[src/rtl/bmpsteg_pkg.sv]
// Shared types, codes and defaults for the BMP LSB stego address/bit engine.
// No dependencies; imported by every module of the block.
`timescale 1ns / 1ps

package bmpsteg_pkg;

   // Geometry defaults
   localparam int MAX_DIM_DEF = 16384;
   localparam int DEF_DIM_W   = $clog2(MAX_DIM_DEF + 1);
   localparam int DEF_RBC_W   = DEF_DIM_W + 2;

   // Fixed field widths
   localparam int ADDR_W     = 30;
   localparam int CFG_DIM_W  = 15;
   localparam int CFG_BPP_W  = 3;
   localparam int CSR_DATA_W = 15;
   localparam int CSR_IDX_W  = 2;

   // Register indexes
   localparam logic [CSR_IDX_W-1:0] CSR_BYTES_PER_PIXEL = 2'd0;
   localparam logic [CSR_IDX_W-1:0] CSR_IMAGE_WIDTH     = 2'd1;
   localparam logic [CSR_IDX_W-1:0] CSR_IMAGE_HEIGHT    = 2'd2;
   localparam logic [CSR_IDX_W-1:0] CSR_TOP_DOWN        = 2'd3;

   // Item modes
   localparam logic [1:0] MODE_RESTART = 2'd0;
   localparam logic [1:0] MODE_EMBED   = 2'd1;
   localparam logic [1:0] MODE_EXTRACT = 2'd2;

   // Pixel size codes
   localparam logic [CFG_BPP_W-1:0] BPP_32BIT = 3'd4;
   localparam logic [CFG_BPP_W-1:0] BPP_24BIT = 3'd3;

   // Last bit index of an embedded byte
   localparam logic [2:0] EMBED_LAST_BIT = 3'd7;

   typedef struct packed {
      logic [1:0] mode;
      logic [7:0] payload_byte;
      logic [7:0] pixel_byte;
   } req_type;

   typedef struct packed {
      logic [ADDR_W-1:0] pixel_address;
      logic              write_lsb;
      logic              lsb_value;
      logic              byte_ready;
      logic [7:0]        extracted_byte;
      logic              status;
      logic              last;
   } rsp_type;

   typedef enum logic [2:0] {
      ST_IDLE,
      ST_CAP_MUL,
      ST_ROW_MUL,
      ST_EMBED,
      ST_EMIT
   } state_type;

endpackage

[src/rtl/bmpsteg_serial_mul.sv]
// Bit-serial shift-add multiplier, one multiplier bit per cycle.
// Depends on bmpsteg_pkg for default widths.
`timescale 1ns / 1ps

module bmpsteg_serial_mul #(
   parameter int A_W = bmpsteg_pkg::DEF_DIM_W,
   parameter int B_W = bmpsteg_pkg::DEF_RBC_W
) (
   input  logic               clock,
   input  logic               reset,
   input  logic               start,
   input  logic [A_W-1:0]     mplier,
   input  logic [B_W-1:0]     mcand,
   output logic               done,
   output logic [A_W+B_W-1:0] product
);
   import bmpsteg_pkg::*;

   localparam int P_W   = A_W + B_W;
   localparam int CNT_W = $clog2(A_W + 1);

   logic               busy_ff, busy_in;
   logic [CNT_W-1:0]   cnt_ff, cnt_in;
   logic [B_W-1:0]     mcand_ff, mcand_in;
   logic [P_W-1:0]     prod_ff, prod_in;
   logic [B_W:0]       sum;
   logic [P_W:0]       shifted;

   // upper half accumulates, low half holds remaining multiplier bits
   assign sum     = {1'b0, prod_ff[P_W-1:A_W]} + (prod_ff[0] ? {1'b0, mcand_ff} : '0);
   assign shifted = {sum, prod_ff[A_W-1:0]};
   assign done    = busy_ff && (cnt_ff == '0);
   assign product = prod_ff;

   always_comb begin
      busy_in  = busy_ff;
      cnt_in   = cnt_ff;
      mcand_in = mcand_ff;
      prod_in  = prod_ff;
      if (start) begin
         busy_in  = 1'b1;
         cnt_in   = CNT_W'(A_W);
         mcand_in = mcand;
         prod_in  = {{B_W{1'b0}}, mplier};
      end else if (busy_ff) begin
         if (cnt_ff == '0) begin
            busy_in = 1'b0;
         end else begin
            cnt_in  = cnt_ff - CNT_W'(1);
            prod_in = shifted[P_W:1];
         end
      end
   end

   always_ff @(posedge clock) begin
      if (reset) begin
         busy_ff <= 1'b0;
         cnt_ff  <= '0;
      end else begin
         busy_ff <= busy_in;
         cnt_ff  <= cnt_in;
      end
      mcand_ff <= mcand_in;
      prod_ff  <= prod_in;
   end

endmodule

[src/rtl/bmp_lsb_stego_embed_extract_core.sv]
// Top level of the BMP LSB stego address/bit engine: sequencer, walk state, result register.
// Depends on bmpsteg_pkg and bmpsteg_serial_mul.
`timescale 1ns / 1ps

// Usage
//  req channel (valid/ready): one word per item, mode restart / embed / extract.
//  rsp channel (valid/ready): result words, last marks the final word of an item.
//  csr port: write enable, index, data; write only while the block is idle.
//  Restart: one word after two serial multiplies (capacity = height*row_bytes/8,
//    then first row base = stored_row*stride).
//  Embed: eight words, one per cycle while the receiver keeps up and no row is crossed, MSB of the payload first.
//  Extract: one word.
//  Each step across a row boundary waits for the new row base, which comes from
//    the shared bit-serial multiplier (DIM_W = 15 at the default MAX_DIM).
//  Rejected items (capacity used up) give one word with status set.
//  One item is in work at a time; req_ready is high only while the sequencer is idle.
//  A one-word output register holds a result while the receiver stalls; the
//    sequencer waits for it to empty and nothing is dropped.
//  Reset (synchronous): geometry 24-bit, 1x1, bottom-up; capacity zero, so embed and
//    extract are rejected until a restart item.
module bmp_lsb_stego_embed_extract_core #(
   parameter int MAX_DIM = bmpsteg_pkg::MAX_DIM_DEF
) (
   input  logic                                 clock,
   input  logic                                 reset,
   input  logic                                 req_valid,
   output logic                                 req_ready,
   input  bmpsteg_pkg::req_type                 req_data,
   output logic                                 rsp_valid,
   input  logic                                 rsp_ready,
   output bmpsteg_pkg::rsp_type                 rsp_data,
   input  logic                                 csr_write_enable,
   input  logic [bmpsteg_pkg::CSR_IDX_W-1:0]    csr_index,
   input  logic [bmpsteg_pkg::CSR_DATA_W-1:0]   csr_write_data
);
   import bmpsteg_pkg::*;

   localparam int DIM_W = $clog2(MAX_DIM + 1);
   localparam int ROW_W = (MAX_DIM > 1) ? $clog2(MAX_DIM) : 1;
   localparam int RBC_W = DIM_W + 2;        // row bytes / stride
   localparam int COL_W = RBC_W - 1;        // byte within a row
   localparam int P_W   = DIM_W + RBC_W;    // multiplier product
   localparam int CAP_W = P_W - 3;          // capacity in bytes

   // ---------------- configuration registers ----------------
   logic [CFG_BPP_W-1:0] bpp_ff;
   logic [CFG_DIM_W-1:0] width_ff;
   logic [CFG_DIM_W-1:0] height_ff;
   logic                 top_down_ff;

   always_ff @(posedge clock) begin
      if (reset) begin
         bpp_ff      <= BPP_24BIT;
         width_ff    <= CFG_DIM_W'(1);
         height_ff   <= CFG_DIM_W'(1);
         top_down_ff <= 1'b0;
      end else if (csr_write_enable) begin
         case (csr_index)
            CSR_BYTES_PER_PIXEL: bpp_ff      <= csr_write_data[CFG_BPP_W-1:0];
            CSR_IMAGE_WIDTH:     width_ff    <= csr_write_data[CFG_DIM_W-1:0];
            CSR_IMAGE_HEIGHT:    height_ff   <= csr_write_data[CFG_DIM_W-1:0];
            CSR_TOP_DOWN:        top_down_ff <= csr_write_data[0];
            default: ;
         endcase
      end
   end

   // zero reads as one, large values clamp to MAX_DIM
   function automatic logic [DIM_W-1:0] clamp_dim(input logic [CFG_DIM_W-1:0] v);
      if (v == '0) begin
         return DIM_W'(1);
      end else if (32'(v) > MAX_DIM) begin
         return DIM_W'(MAX_DIM);
      end else begin
         return DIM_W'(v);
      end
   endfunction

   logic [DIM_W-1:0] w_cfg, h_cfg;
   logic [RBC_W-1:0] rbc_cfg, stride_cfg;
   logic [RBC_W:0]   rbc_p3;

   assign w_cfg = clamp_dim(width_ff);
   assign h_cfg = clamp_dim(height_ff);
   // any pixel size other than 32-bit is taken as 24-bit
   assign rbc_cfg = (bpp_ff == BPP_32BIT) ? (RBC_W'(w_cfg) << 2)
                                         : (RBC_W'(w_cfg) + (RBC_W'(w_cfg) << 1));
   assign rbc_p3     = {1'b0, rbc_cfg} + (RBC_W+1)'(3);
   assign stride_cfg = {rbc_p3[RBC_W-1:2], 2'b00};

   // ---------------- walk state ----------------
   state_type         state_ff, state_in;
   logic [1:0]        mode_ff, mode_in;
   logic [7:0]        payload_ff, payload_in;
   logic [2:0]        cnt_ff, cnt_in;
   logic [ROW_W-1:0]  row_ff, row_in;
   logic [COL_W-1:0]  col_ff, col_in;
   logic [ADDR_W-1:0] base_ff, base_in;
   logic [RBC_W-1:0]  rbc_ff, rbc_in;
   logic [RBC_W-1:0]  stride_ff, stride_in;
   logic [2:0]        bitpos_ff, bitpos_in;
   logic [7:0]        gather_ff, gather_in;
   logic [CAP_W-1:0]  done_bytes_ff, done_bytes_in;
   logic [CAP_W-1:0]  capacity_ff, capacity_in;
   logic              emit_status_ff, emit_status_in;
   logic              emit_ready_ff, emit_ready_in;
   logic [7:0]        emit_byte_ff, emit_byte_in;
   logic              rsp_valid_ff, rsp_valid_in;
   rsp_type           rsp_ff, rsp_in;

   logic              accept, out_free, rejected;
   logic              mul_start, mul_done;
   logic [DIM_W-1:0]  mul_a;
   logic [RBC_W-1:0]  mul_b;
   logic [P_W-1:0]    mul_p;

   logic [RBC_W-1:0]  col_inc;
   logic              adv_wrap;
   logic [ROW_W:0]    row_inc;
   logic [ROW_W-1:0]  row_adv;
   logic [DIM_W-1:0]  stored_row_adv, stored_row_first;
   logic [ADDR_W-1:0] cur_addr;
   logic [7:0]        gather_next;
   logic [2:0]        bitpos_next;

   assign req_ready = (state_ff == ST_IDLE);
   assign accept    = req_valid && req_ready;
   assign out_free  = !rsp_valid_ff || rsp_ready;
   assign rejected  = (done_bytes_ff >= capacity_ff);

   // next position in the walk
   assign col_inc  = {1'b0, col_ff} + RBC_W'(1);
   assign adv_wrap = (col_inc >= rbc_ff);
   assign row_inc  = {1'b0, row_ff} + (ROW_W+1)'(1);
   assign row_adv  = ((DIM_W+1)'(row_inc) >= {1'b0, h_cfg}) ? '0 : row_inc[ROW_W-1:0];
   assign stored_row_adv   = top_down_ff ? DIM_W'(row_adv)
                                         : (h_cfg - DIM_W'(1) - DIM_W'(row_adv));
   assign stored_row_first = top_down_ff ? '0 : (h_cfg - DIM_W'(1));
   assign cur_addr = ADDR_W'(base_ff + ADDR_W'(col_ff));

   assign gather_next = {gather_ff[6:0], req_data.pixel_byte[0]};
   assign bitpos_next = bitpos_ff + 3'd1;

   bmpsteg_serial_mul #(
      .A_W(DIM_W),
      .B_W(RBC_W)
   ) u_mul (
      .clock  (clock),
      .reset  (reset),
      .start  (mul_start),
      .mplier (mul_a),
      .mcand  (mul_b),
      .done   (mul_done),
      .product(mul_p)
   );

   // ---------------- next state ----------------
   always_comb begin
      state_in = state_ff;
      case (state_ff)
         ST_IDLE: begin
            if (accept) begin
               case (req_data.mode)
                  MODE_RESTART: state_in = ST_CAP_MUL;
                  MODE_EMBED:   state_in = rejected ? ST_EMIT : ST_EMBED;
                  MODE_EXTRACT: state_in = (!rejected && adv_wrap) ? ST_ROW_MUL : ST_EMIT;
                  default:      state_in = ST_IDLE;
               endcase
            end
         end
         ST_CAP_MUL: begin
            if (mul_done) state_in = ST_ROW_MUL;
         end
         ST_ROW_MUL: begin
            if (mul_done) begin
               if (mode_ff == MODE_EMBED) begin
                  // counter back at zero: all eight bits already sent
                  state_in = (cnt_ff == '0) ? ST_IDLE : ST_EMBED;
               end else begin
                  state_in = ST_EMIT;
               end
            end
         end
         ST_EMBED: begin
            if (out_free) begin
               if (adv_wrap)                       state_in = ST_ROW_MUL;
               else if (cnt_ff == EMBED_LAST_BIT)  state_in = ST_IDLE;
            end
         end
         ST_EMIT: begin
            if (out_free) state_in = ST_IDLE;
         end
         default: state_in = ST_IDLE;
      endcase
   end

   // ---------------- datapath / outputs ----------------
   always_comb begin
      logic do_advance;
      do_advance     = 1'b0;
      mode_in        = mode_ff;
      payload_in     = payload_ff;
      cnt_in         = cnt_ff;
      row_in         = row_ff;
      col_in         = col_ff;
      base_in        = base_ff;
      rbc_in         = rbc_ff;
      stride_in      = stride_ff;
      bitpos_in      = bitpos_ff;
      gather_in      = gather_ff;
      done_bytes_in  = done_bytes_ff;
      capacity_in    = capacity_ff;
      emit_status_in = emit_status_ff;
      emit_ready_in  = emit_ready_ff;
      emit_byte_in   = emit_byte_ff;
      rsp_valid_in   = rsp_valid_ff && !rsp_ready;
      rsp_in         = rsp_ff;
      mul_start      = 1'b0;
      mul_a          = stored_row_adv;
      mul_b          = stride_ff;

      case (state_ff)
         ST_IDLE: begin
            if (accept) begin
               mode_in        = req_data.mode;
               payload_in     = req_data.payload_byte;
               emit_status_in = 1'b0;
               emit_ready_in  = 1'b0;
               emit_byte_in   = '0;
               case (req_data.mode)
                  MODE_RESTART: begin
                     rbc_in    = rbc_cfg;
                     stride_in = stride_cfg;
                     mul_start = 1'b1;
                     mul_a     = h_cfg;
                     mul_b     = rbc_cfg;
                  end
                  MODE_EMBED: begin
                     if (rejected) begin
                        emit_status_in = 1'b1;
                     end else begin
                        bitpos_in = '0;
                        gather_in = '0;
                        cnt_in    = '0;
                     end
                  end
                  MODE_EXTRACT: begin
                     if (rejected) begin
                        emit_status_in = 1'b1;
                     end else begin
                        do_advance = 1'b1;
                        bitpos_in  = bitpos_next;
                        if (bitpos_next == '0) begin
                           emit_ready_in = 1'b1;
                           emit_byte_in  = gather_next;
                           gather_in     = '0;
                           done_bytes_in = done_bytes_ff + CAP_W'(1);
                        end else begin
                           gather_in = gather_next;
                        end
                     end
                  end
                  default: ;
               endcase
            end
         end
         ST_CAP_MUL: begin
            if (mul_done) begin
               capacity_in   = CAP_W'(mul_p >> 3);
               row_in        = '0;
               col_in        = '0;
               bitpos_in     = '0;
               gather_in     = '0;
               done_bytes_in = '0;
               mul_start     = 1'b1;
               mul_a         = stored_row_first;
               mul_b         = stride_ff;
            end
         end
         ST_ROW_MUL: begin
            if (mul_done) base_in = ADDR_W'(mul_p);
         end
         ST_EMBED: begin
            if (out_free) begin
               rsp_valid_in          = 1'b1;
               rsp_in.pixel_address  = cur_addr;
               rsp_in.write_lsb      = 1'b1;
               rsp_in.lsb_value      = payload_ff[7];
               rsp_in.byte_ready     = 1'b0;
               rsp_in.extracted_byte = '0;
               rsp_in.status         = 1'b0;
               rsp_in.last           = (cnt_ff == EMBED_LAST_BIT);
               payload_in            = {payload_ff[6:0], 1'b0};
               cnt_in                = cnt_ff + 3'd1;
               if (cnt_ff == EMBED_LAST_BIT) done_bytes_in = done_bytes_ff + CAP_W'(1);
               do_advance            = 1'b1;
            end
         end
         ST_EMIT: begin
            if (out_free) begin
               rsp_valid_in          = 1'b1;
               rsp_in.pixel_address  = cur_addr;
               rsp_in.write_lsb      = 1'b0;
               rsp_in.lsb_value      = 1'b0;
               rsp_in.byte_ready     = emit_ready_ff;
               rsp_in.extracted_byte = emit_byte_ff;
               rsp_in.status         = emit_status_ff;
               rsp_in.last           = 1'b1;
            end
         end
         default: ;
      endcase

      // step one byte; a new row restarts the multiplier for its base
      if (do_advance) begin
         if (adv_wrap) begin
            col_in    = '0;
            row_in    = row_adv;
            mul_start = 1'b1;
            mul_a     = stored_row_adv;
            mul_b     = stride_ff;
         end else begin
            col_in = col_inc[COL_W-1:0];
         end
      end
   end

   always_ff @(posedge clock) begin
      if (reset) begin
         state_ff       <= ST_IDLE;
         rsp_valid_ff   <= 1'b0;
         mode_ff        <= MODE_RESTART;
         cnt_ff         <= '0;
         row_ff         <= '0;
         col_ff         <= '0;
         base_ff        <= '0;
         rbc_ff         <= '0;
         stride_ff      <= '0;
         bitpos_ff      <= '0;
         gather_ff      <= '0;
         done_bytes_ff  <= '0;
         capacity_ff    <= '0;
         emit_status_ff <= 1'b0;
         emit_ready_ff  <= 1'b0;
      end else begin
         state_ff       <= state_in;
         rsp_valid_ff   <= rsp_valid_in;
         mode_ff        <= mode_in;
         cnt_ff         <= cnt_in;
         row_ff         <= row_in;
         col_ff         <= col_in;
         base_ff        <= base_in;
         rbc_ff         <= rbc_in;
         stride_ff      <= stride_in;
         bitpos_ff      <= bitpos_in;
         gather_ff      <= gather_in;
         done_bytes_ff  <= done_bytes_in;
         capacity_ff    <= capacity_in;
         emit_status_ff <= emit_status_in;
         emit_ready_ff  <= emit_ready_in;
      end
      payload_ff   <= payload_in;
      emit_byte_ff <= emit_byte_in;
      rsp_ff       <= rsp_in;
   end

   assign rsp_valid = rsp_valid_ff;
   assign rsp_data  = rsp_ff;

endmodule

[config.mk]
export PLATFORM = sky130hd
export DESIGN_NAME = bmp_lsb_stego_embed_extract_core
export DESIGN_NICKNAME = d
export VERILOG_FILES = /design/src/rtl/bmpsteg_pkg.sv /design/src/rtl/bmpsteg_serial_mul.sv /design/src/rtl/bmp_lsb_stego_embed_extract_core.sv
export SDC_FILE = /design/constraint.sdc
export NUM_CORES = 1
export LEC_CHECK = 0
export BUFFER_PORTS_ARGS = -buffer_cell sky130_fd_sc_hd__buf_4
export CAP_MARGIN = 40
export CORE_ASPECT_RATIO = 1.5
export CORE_MARGIN = 2
export CORE_UTILIZATION = 45
export CTS_CLUSTER_SIZE = 20
export DETAILED_ROUTE_END_ITERATION = 10
export GPL_TIMING_DRIVEN = 0
export SYNTH_ARGS = -nofsm -noshare
export SYNTH_HDL_FRONTEND = slang
export SYNTH_HIERARCHICAL = 1
export SYNTH_SLANG_ARGS = --single-unit
export TNS_END_PERCENT = 30
[constraint.sdc]
create_clock -name clock -period 12.3 [get_ports clock]
set_input_delay 1.23 -clock clock [delete_from_list [all_inputs] [get_ports clock]]
set_output_delay 1.23 -clock clock [all_outputs]
set_load 0.03 [all_outputs]
==> results by group, run 1 <==
CTS
  – CTS Buf Count: 36
  – Post-CTS setup repair buffer count: 0
  – Cts repair resizes: 0
  – CTS tree: yes
  – CTS sink cnt: 318
  – Clock latency on the worst-skew pair: 0.54 ns
  – CTS root buf: clkbuf_16
  – Longest Clk Path Bufs: 3
  – CTS H-tree lvls: 2
  – CTS Hold Buffers Added: 0
  – Clk slew on worst S/H paths: 0.06 ns

Synth
  – Synth Area in Compound Gates: 19.21%
  – Largest family of logic cells by synthesized area: simple AND/OR/NAND/NOR gates
  – Syn Nets: 2,369
  – Mux share of post-synthesis cell area: 2.764%
  – Xor/xnor share of the synthesized area: 4.330%
  – Post-Syn Area: 19,010 um^2
  – Yosys reg bits: 318
  – EDFF count, synth: 91
  – Ys flop type: dfxtp_1
  – Netlist cell types: 101
  – Adder-Cell Fraction of Synth Area: 9.227%
  – Async set-or-reset flop fraction in the synthesized netlist: 0%
  – Synthesis Warnings: 6
  – Average size of a mapped cell: 8.673 um^2
  – Sequential share of the synthesized area: 38.28%
  – Mapped Cells: 2,192
  – Simple-gate area share of the yosys netlist: 21.63%

GRT
  – Largest net degree at the start of global routing: 30
  – Vias in the first global route: 16.19k
  – GR Util All Layers: 25.63%
  – Initial antenna violation count: 2
  – First-pass GRT wire length: 88,000 um
  – Total gr overflow: 0

Worst setup path
  – Worst-path maximum fanout: 10
  – Critical path endpoint category: flop
  – WP data required: 12.60 ns
  – Arr. time, crit path: 7.81 ns
  – Critical path startpoint category: flop
  – WS Path Type: reg2reg

Cells and area
  – Layout cell share with drive strength beyond 1: 11.10%
  – Post-Route Utilization: 51.57%
  – Non-Filler Instances: 2,907
  – Final non-filler cell area: 21,610 um^2
  – P&R area growth vs syn: 13.66%
  – Most frequent cells in the layout: nand2_1, dfxtp_1, a21oi_1
  – Fillers: 4,044
  – # nets final: 2,492
  – Commonest non-fill, non-tap cell in the layout: nand2_1
  – Diode count: 0

Placement
  – Final GP Congestion: 0.9191
  – Pre-CTS WS: 4.848 ns
  – DP HPWL: 44,470 um
  – # port buffers: 77
  – Area of placed instances: 20,380 um^2
  – Placed insts: 2,840

Power and ir drop
  – Peak supply drop: 0.1284 mV
  – Total Power: 3.382 mW
  – Cell Pwr Density: 156.5 nW/um^2
  – Leak pwr: 8.501 nW

Floorplan
  – Die Area: 43,940 um^2
  – Core outline area: 41,900 um^2
  – Cell Rows: 92
  – Die W: 171.8 um
  – Starting Density: 45.37%
  – I/O Pins: 85
  – Die height: 255.7 um

Status
  – Status: complete, no violations

Timing
  – Fmax: 0.1330 GHz
  – Final clock skew: 0.01794 ns
  – Worst-Margin Slew: 0.9008 ns
  – Slew Viols, Final: 0
  – Final worst path period need: 7.516 ns
  – RSZ-0062 raised after global routing: false
  – # setup viols final: 0
  – Worst rel slew slack: 39.94%
  – Setup TNS: 0 ns
  – Final hold vios: 0
  – Min Hold Slack: 0.4534 ns
  – Final Cycle Share: 61.11%
  – Worst setup margin: 4.784 ns

Detailed routing
  – Drt first-iter violations: 884
  – Drt via density: 5.674
  – WL/cell: 19.48 um
  – DRC errors left: 0
  – TritonRoute pass-1 iters: 5
  – Post-route ant nets: 0
  – Detailed Route WL: 56,640 um
  – Routed vias: 16.49k

Hold path
  – Worst min-delay path class: reg2reg

Run
  – MaxCap Viol Count: 0
## cell families after synthesis
family / after synthesis
muxes: 48
AOI/OAI and AO/OA: 547
DFF: 318
and+or+nand+nor: 828
buffers and inverters: 219
adders and majority gates: 138
xor gates and xnor gates: 94
## registers in the layout, summed over array words and instances, names as in the netlist, 4 cells and up
signal / cells
base_ff: 30
capacity_ff: 29
col_ff: 16
done_bytes_ff: 29
emit_byte_ff: 8
gather_ff: 7
height_ff: 15
payload_ff: 8
rbc_ff: 17
row_ff: 14
rsp_data: 43
stride_ff: 15
u_mul/cnt_ff: 4
u_mul/mcand_ff: 17
u_mul/product: 32
width_ff: 15
## cell type report
type / count / area (um^2) / area share, %
buffer: 114 / 474.2 / 2.195
clock buffer: 51 / 1080 / 4.997
clock inverter: 15 / 141.4 / 0.6543
inverter: 105 / 394.1 / 1.824
multi-input combinational: 1655 / 10880 / 50.34
sequential: 318 / 7277 / 33.68
tap: 564 / 705.7 / 3.266
timing repair buffer: 85 / 658.1 / 3.046
## critical path, stage by stage, from the launching register on
cell and delay, ns:
dfxtp_1 0.29, clkbuf_1 0.19, or3_1 0.49, nor4b_1 0.32
nor3b_2 0.35, nor2_1 0.14, nor2_1 0.40, ha_1 0.31
nand2b_1 0.14, maj3_1 0.33, a21oi_1 0.15, o21ai_0 0.09
a31o_2 0.28, a21oi_1 0.41, buf_2 0.31, nand2_1 0.17
ha_1 0.33, nor2b_1 0.13, o21ai_0 0.27, a21oi_1 0.15
o41ai_1 0.73, o211ai_1 0.20, nand3b_1 0.15, mux2i_1 0.19
a32oi_1 0.14, a221o_1 0.34, mux2_2 0.27
## synth_stat cells (8+ instances only)
| cell | count | share of area (%) |
|---|---|---|
| mux2i_1 | 12 | 0.63 |
| nand2_1 | 324 | 6.4 |
| a21o_1 | 30 | 1.2 |
| o31ai_1 | 13 | 0.51 |
| a211o_1 | 8 | 0.37 |
| mux2_2 | 36 | 2.1 |
| a211oi_1 | 21 | 0.83 |
| nor3b_1 | 13 | 0.51 |
| buf_2 | 13 | 0.34 |
| nand2b_1 | 14 | 0.46 |
| or4_1 | 10 | 0.39 |
| nor2b_1 | 30 | 0.99 |
| a221o_1 | 8 | 0.42 |
| clkbuf_1 | 91 | 1.8 |
| o2111ai_1 | 10 | 0.46 |
| o21bai_1 | 10 | 0.39 |
| xor2_1 | 47 | 2.2 |
| nor3_1 | 34 | 0.90 |
| a31oi_1 | 17 | 0.56 |
| and2_1 | 35 | 1.2 |
| o211ai_1 | 13 | 0.51 |
| ha_1 | 133 | 8.8 |
| inv_1 | 103 | 2.0 |
| and3_1 | 51 | 1.7 |
| dfxtp_1 | 227 | 24 |
| a22o_1 | 22 | 1.0 |
| a21oi_1 | 206 | 5.4 |
| o21a_1 | 24 | 0.95 |
| and4_1 | 11 | 0.51 |
| o21ai_1 | 13 | 0.34 |
| nand3_1 | 57 | 1.5 |
| or2_2 | 12 | 0.39 |
| edfxtp_1 | 91 | 14 |
| nand3b_1 | 11 | 0.43 |
| nand4_1 | 22 | 0.72 |
| xnor2_1 | 47 | 2.2 |
| o21ai_0 | 74 | 1.9 |
| nor2_1 | 144 | 2.8 |
| nor4_1 | 9 | 0.30 |
| or3_1 | 17 | 0.56 |
## where the power goes
| group | internal, mW | switching [mW] | total, mW |
|---|---|---|---|
| registers | 1.23 | 0.115 | 1.35 |
| clock network | 0.658 | 0.453 | 1.11 |
| logic | 0.339 | 0.586 | 0.925 |
| total | 2.23 | 1.15 | 3.38 |
## metal layers
layer | vias to the layer above | global-route usage [%] | routed length (um)
met4 | 4 | 13.03 | 2997
li1 | 8118 | - | -
met2 | 378 | 47.80 | 29940
met5 | - | 0 | 26
met1 | 7836 | 27.88 | 21510
met3 | 158 | 3.154 | 2156
## worst paths after layout
path	slack, ns	depth (start not counted)	startpoint	endpoint
worst max register to register	4.78	26	height_ff[7]	u_mul/product[13]
worst min register to register	0.45	2	mode_ff[0]	mode_ff[0]
worst max-delay path	4.78	26	height_ff[7]	u_mul/product[13]
worst min-delay path	0.45	2	mode_ff[0]	mode_ff[0]
No activity file was read; power rests on OpenSTA's default activity.
==> run 2: changes to the inputs <==
--- a/config.mk
+++ b/config.mk
@@ -5,6 +5,7 @@
 export SDC_FILE = /design/constraint.sdc
 export NUM_CORES = 1
 export LEC_CHECK = 0
+export ABC_AREA = 1
 export BUFFER_PORTS_ARGS = -buffer_cell sky130_fd_sc_hd__buf_4
 export CAP_MARGIN = 40
 export CORE_ASPECT_RATIO = 1.5
==> constraint.sdc (replaced) <==
create_clock -name clock -period 6.21 [get_ports clock]
set_input_delay 0.621 -clock clock [delete_from_list [all_inputs] [get_ports clock]]
set_output_delay 0.621 -clock clock [all_outputs]
set_load 0.03 [all_outputs]
==> run 2 against run 1 <==
Clock power rose by 90%; sequential share of layout area fell by 1.4 points; non-clock buffer count fell by 28.
==> results by group, run 2 <==
Timing
  – Worst setup margin: 0.6342 ns (-4.150 ns)
  – RSZ-0062 raised after global routing: false
  – Worst rel slew slack: 44.35% (+4.4 points)
  – Setup TNS: 0 ns (unchanged)
  – Final clock skew: 0.01634 ns (-0.001606 ns)
  – Min Hold Slack: 0.2848 ns (-0.1686 ns)
  – Fmax: 0.1793 GHz (+35%)
  – Final hold vios: 0 (unchanged)
  – Final worst path period need: 5.576 ns (-1.940 ns)
  – Worst-Margin Slew: 0.8348 ns (-0.06608 ns)
  – Final Cycle Share: 89.79% (+29 points)
  – Slew Viols, Final: 0 (unchanged)
  – # setup viols final: 0 (unchanged)

Synth
  – Async set-or-reset flop fraction in the synthesized netlist: 0% (unchanged)
  – Synth top cells by count: nand2_1, inv_1, nor2_1, a21oi_1, dfxtp_1
  – Post-Syn Area: 19,990 um^2 (+5.1%)
  – Sequential share of the synthesized area: 36.40% (-1.9 points)
  – Area leader, netlist: dfxtp_1
  – Mapped Cells: 2,878 (+31%)
  – Average size of a mapped cell: 6.946 um^2 (-20%)
  – Ys flop type: dfxtp_1
  – Most common cell in the netlist: nand2_1
  – Netlist cell types: 51 (-50%)
  – Yosys reg bits: 318 (unchanged)
  – Synth top area cells: dfxtp_1, edfxtp_1, nand2_1
  – Synthesis Warnings: 6 (unchanged)
  – EDFF count, synth: 91 (unchanged)
  – Area share of the largest cell type after synthesis: 22.73% (-1.2 points)
  – Syn Nets: 3,055 (+29%)

Detailed routing
  – Drt via density: 5.204 (-8.3%)
  – Post-route ant nets: 0 (unchanged)
  – Detailed Route WL: 60,070 um (+6.1%)
  – WL/cell: 16.66 um (-14%)
  – DRC errors left: 0 (unchanged)
  – Routed vias: 18.77k (+14%)
  – TritonRoute pass-1 iters: 5 (unchanged)
  – Drt first-iter violations: 1,163 (+32%)

Cells and area
  – Layout cell share with drive strength beyond 1: 7.294% (-3.8 points)
  – Non-Filler Instances: 3,606 (+24%)
  – Max reg flops: 43 (unchanged)
  – Diode count: 0 (unchanged)
  – Commonest non-fill, non-tap cell in the layout: nand2_1
  – Fillers: 4,391 (+8.6%)
  – P&R area growth vs syn: 12.78%
  – # nets final: 3,179 (+28%)
  – Most frequent cells in the layout: nand2_1, inv_1, nor2_1
  – Sequential cell area: 7277 um^2 (unchanged)
  – Multi-input gate area: 10,710 um^2 (-1.5%)

Worst setup path
  – Arr. time, crit path: 5.88 ns (-1.93 ns)
  – R2R depth: 32 (+23%)
  – CP startpoint: row_ff[0]
  – CP dominant cell by count: nand2_1
  – Reg2reg setup slack: 0.63 ns (-4.15 ns)
  – Critical path endpoint category: flop
  – WS Path Type: reg2reg
  – Critical path startpoint category: flop
  – CP max stage cell: dfxtp_1
  – Worst-path maximum fanout: 10 (unchanged)
  – Slowest stage delay, CP: 0.41 ns (-0.32 ns)
  – RR Endpoint: u_mul/product[14]
  – Crit path capture: u_mul/product[14]
  – FF-to-FF Start: row_ff[0]
  – WP data required: 6.52 ns (-6.08 ns)

Hold path
  – Worst min-delay path class: in2reg

GRT
  – Largest net degree at the start of global routing: 31 (+3.3%)
  – First-pass GRT wire length: 95,500 um (+8.5%)
  – Vias in the first global route: 18.30k (+13%)
  – Initial antenna violation count: 1 (-1)
  – Total gr overflow: 0 (unchanged)
  – GR Util All Layers: 26.26% (+0.64 points)

Placement
  – Pre-CTS WS: 0.1350 ns (-4.713 ns)
  – # port buffers: 77 (unchanged)
  – Placed insts: 3,537 (+25%)
  – DP HPWL: 48,060 um (+8.1%)
  – Final GP Congestion: 0.9470 (+3.0%)

CTS
  – Longest Clk Path Bufs: 3 (unchanged)
  – CTS tree: yes
  – CTS H-tree lvls: 2 (unchanged)
  – CTS root buf: clkbuf_16
  – Clk slew on worst S/H paths: 0.07 ns (about the same)
  – CTS Hold Buffers Added: 0 (unchanged)
  – CTS sink cnt: 318 (unchanged)
  – Clock latency on the worst-skew pair: 0.55 ns (about the same)
  – CTS Buf Count: 36 (unchanged)

Floorplan
  – Starting Density: 45.56% (+0.19 points)
  – Cell Rows: 94 (+2.2%)
  – Core outline area: 43,870 um^2 (+4.7%)
  – I/O Pins: 85 (unchanged)
  – Die height: 262.1 um (+2.5%)
  – Die Area: 46,160 um^2 (+5.0%)
  – Die W: 176.1 um (+2.5%)

Power and ir drop
  – Sw Share: 31.70% (-2.4 points)
  – Total Power: 5.638 mW (+67%)
  – Leak pwr: 10.33 nW (+22%)
  – Peak supply drop: 0.1776 mV (+38%)
  – Cell Pwr Density: 250.1 nW/um^2 (+60%)
  – Combinational share of power: 20.7% (-6.7 points)
  – Clk network pwr share: 37.4% (+4.6 points)
  – Switching power: 1.787 mW (+55%)
  – Part of the power in registers: 41.9% (+2.1 points)
  – Cell Int Power: 3.851 mW (+73%)

Run
  – MaxCap Viol Count: 0 (unchanged)

Status
  – Status: complete, no violations
run 2: changes by cell type after synthesis, moves of 36 or more:
cell and change:
nand2_1 +388, nor2_1 +126, and3_1 -49, mux2_2 -36
o21ai_0 +103, inv_1 +321, a21oi_1 +59, nand4_1 +38
nand3_1 +120
run 2: repair_timing:
| action | 4_1_cts | 5_1_grt |
|---|---|---|
| endpoints found under the hold margin | 0 | 0 |
| gates resized for setup | 0 | 1 |
| setup endpoints to repair | 0 | 41 |
| setup buffers | 0 | 3 |
run 2: power groups by stage:
| stage | Sequential, mW | Combinational [mW] | Clock, mW |
|---|---|---|---|
| 4_1_cts | 2.36 | 1.15 | 2.15 |
| 3_5_place_dp | 2.41 | 1.15 | 0 |
| 2_1_floorplan | 2.39 | 0.789 | 0 |
| 3_3_place_gp | 2.41 | 1.12 | 0 |
| 5_1_grt | 2.37 | 1.31 | 2.24 |
| 6_report | 2.36 | 1.17 | 2.11 |
run 2: critical path, delay by kind of cell, from the launching register on:
kind | cells | cell delay [ns]
fa+ha+maj | 3 | 0.61
compound gates | 3 | 0.59
buf+inv | 4 | 0.65
simple gates | 22 | 3.08
flops | 1 | 0.41
run 2: worst min path at each step:
stage	start	end	slack, ns	depth (start not counted)
detailed placement	capacity_ff[16]	capacity_ff[16]	0.45	2
global route	reset	u_mul/cnt_ff[2]	0.29	2
global placement	bpp_ff[0]	bpp_ff[0]	0.44	2
finish	reset	u_mul/cnt_ff[3]	0.28	2
floorplan	bpp_ff[0]	bpp_ff[0]	0.43	2
CTS	reset	u_mul/cnt_ff[3]	0.27	2
run 2: routing by layer:
| metal | vias to the layer above | share of wire (%) | track usage, % |
|---|---|---|---|
| li1 | 9610 | - | - |
| met1 | 8644 | 40 | 29.32 |
| met2 | 381 | 52 | 50.28 |
| met3 | 132 | 3.3 | 2.431 |
| met4 | 0 | 4.6 | 11.55 |
| met5 | - | 0 | 0 |
run 2: area by class of cell:
type                            instances  share of cell area (%)
Multi-Input combinational cell       2038                   47.52
Timing Repair Buffer                   86                   2.931
Clock inverter                         13                  0.3941
Sequential cell                       318                   32.28
Buffer                                 85                   1.643
Clock buffer                           53                   4.734
Tap cell                              576                   3.197
Inverter                              437                   7.299
run 2: cell families after synthesis:
group,after synthesis,synth area share [%]
AND/OR/NAND/NOR,1331,28.49
adder cells (fa/ha/maj),137,8.726
XOR/XNOR,76,3.330
buffers and inverters,522,10.08
flip-flops,318,36.40
AO/OA/AOI/OAI,494,12.97
run 2: per-stage QoR:
step | utilization (%) | cell area (um^2)
5_1_grt | 51.39 | 22540
4_1_cts | 51.33 | 22520
3_3_place_gp | 48.53 | 21290
3_5_place_dp | 48.69 | 21360
6_report | 51.39 | 22540
2_1_floorplan | - | 19990
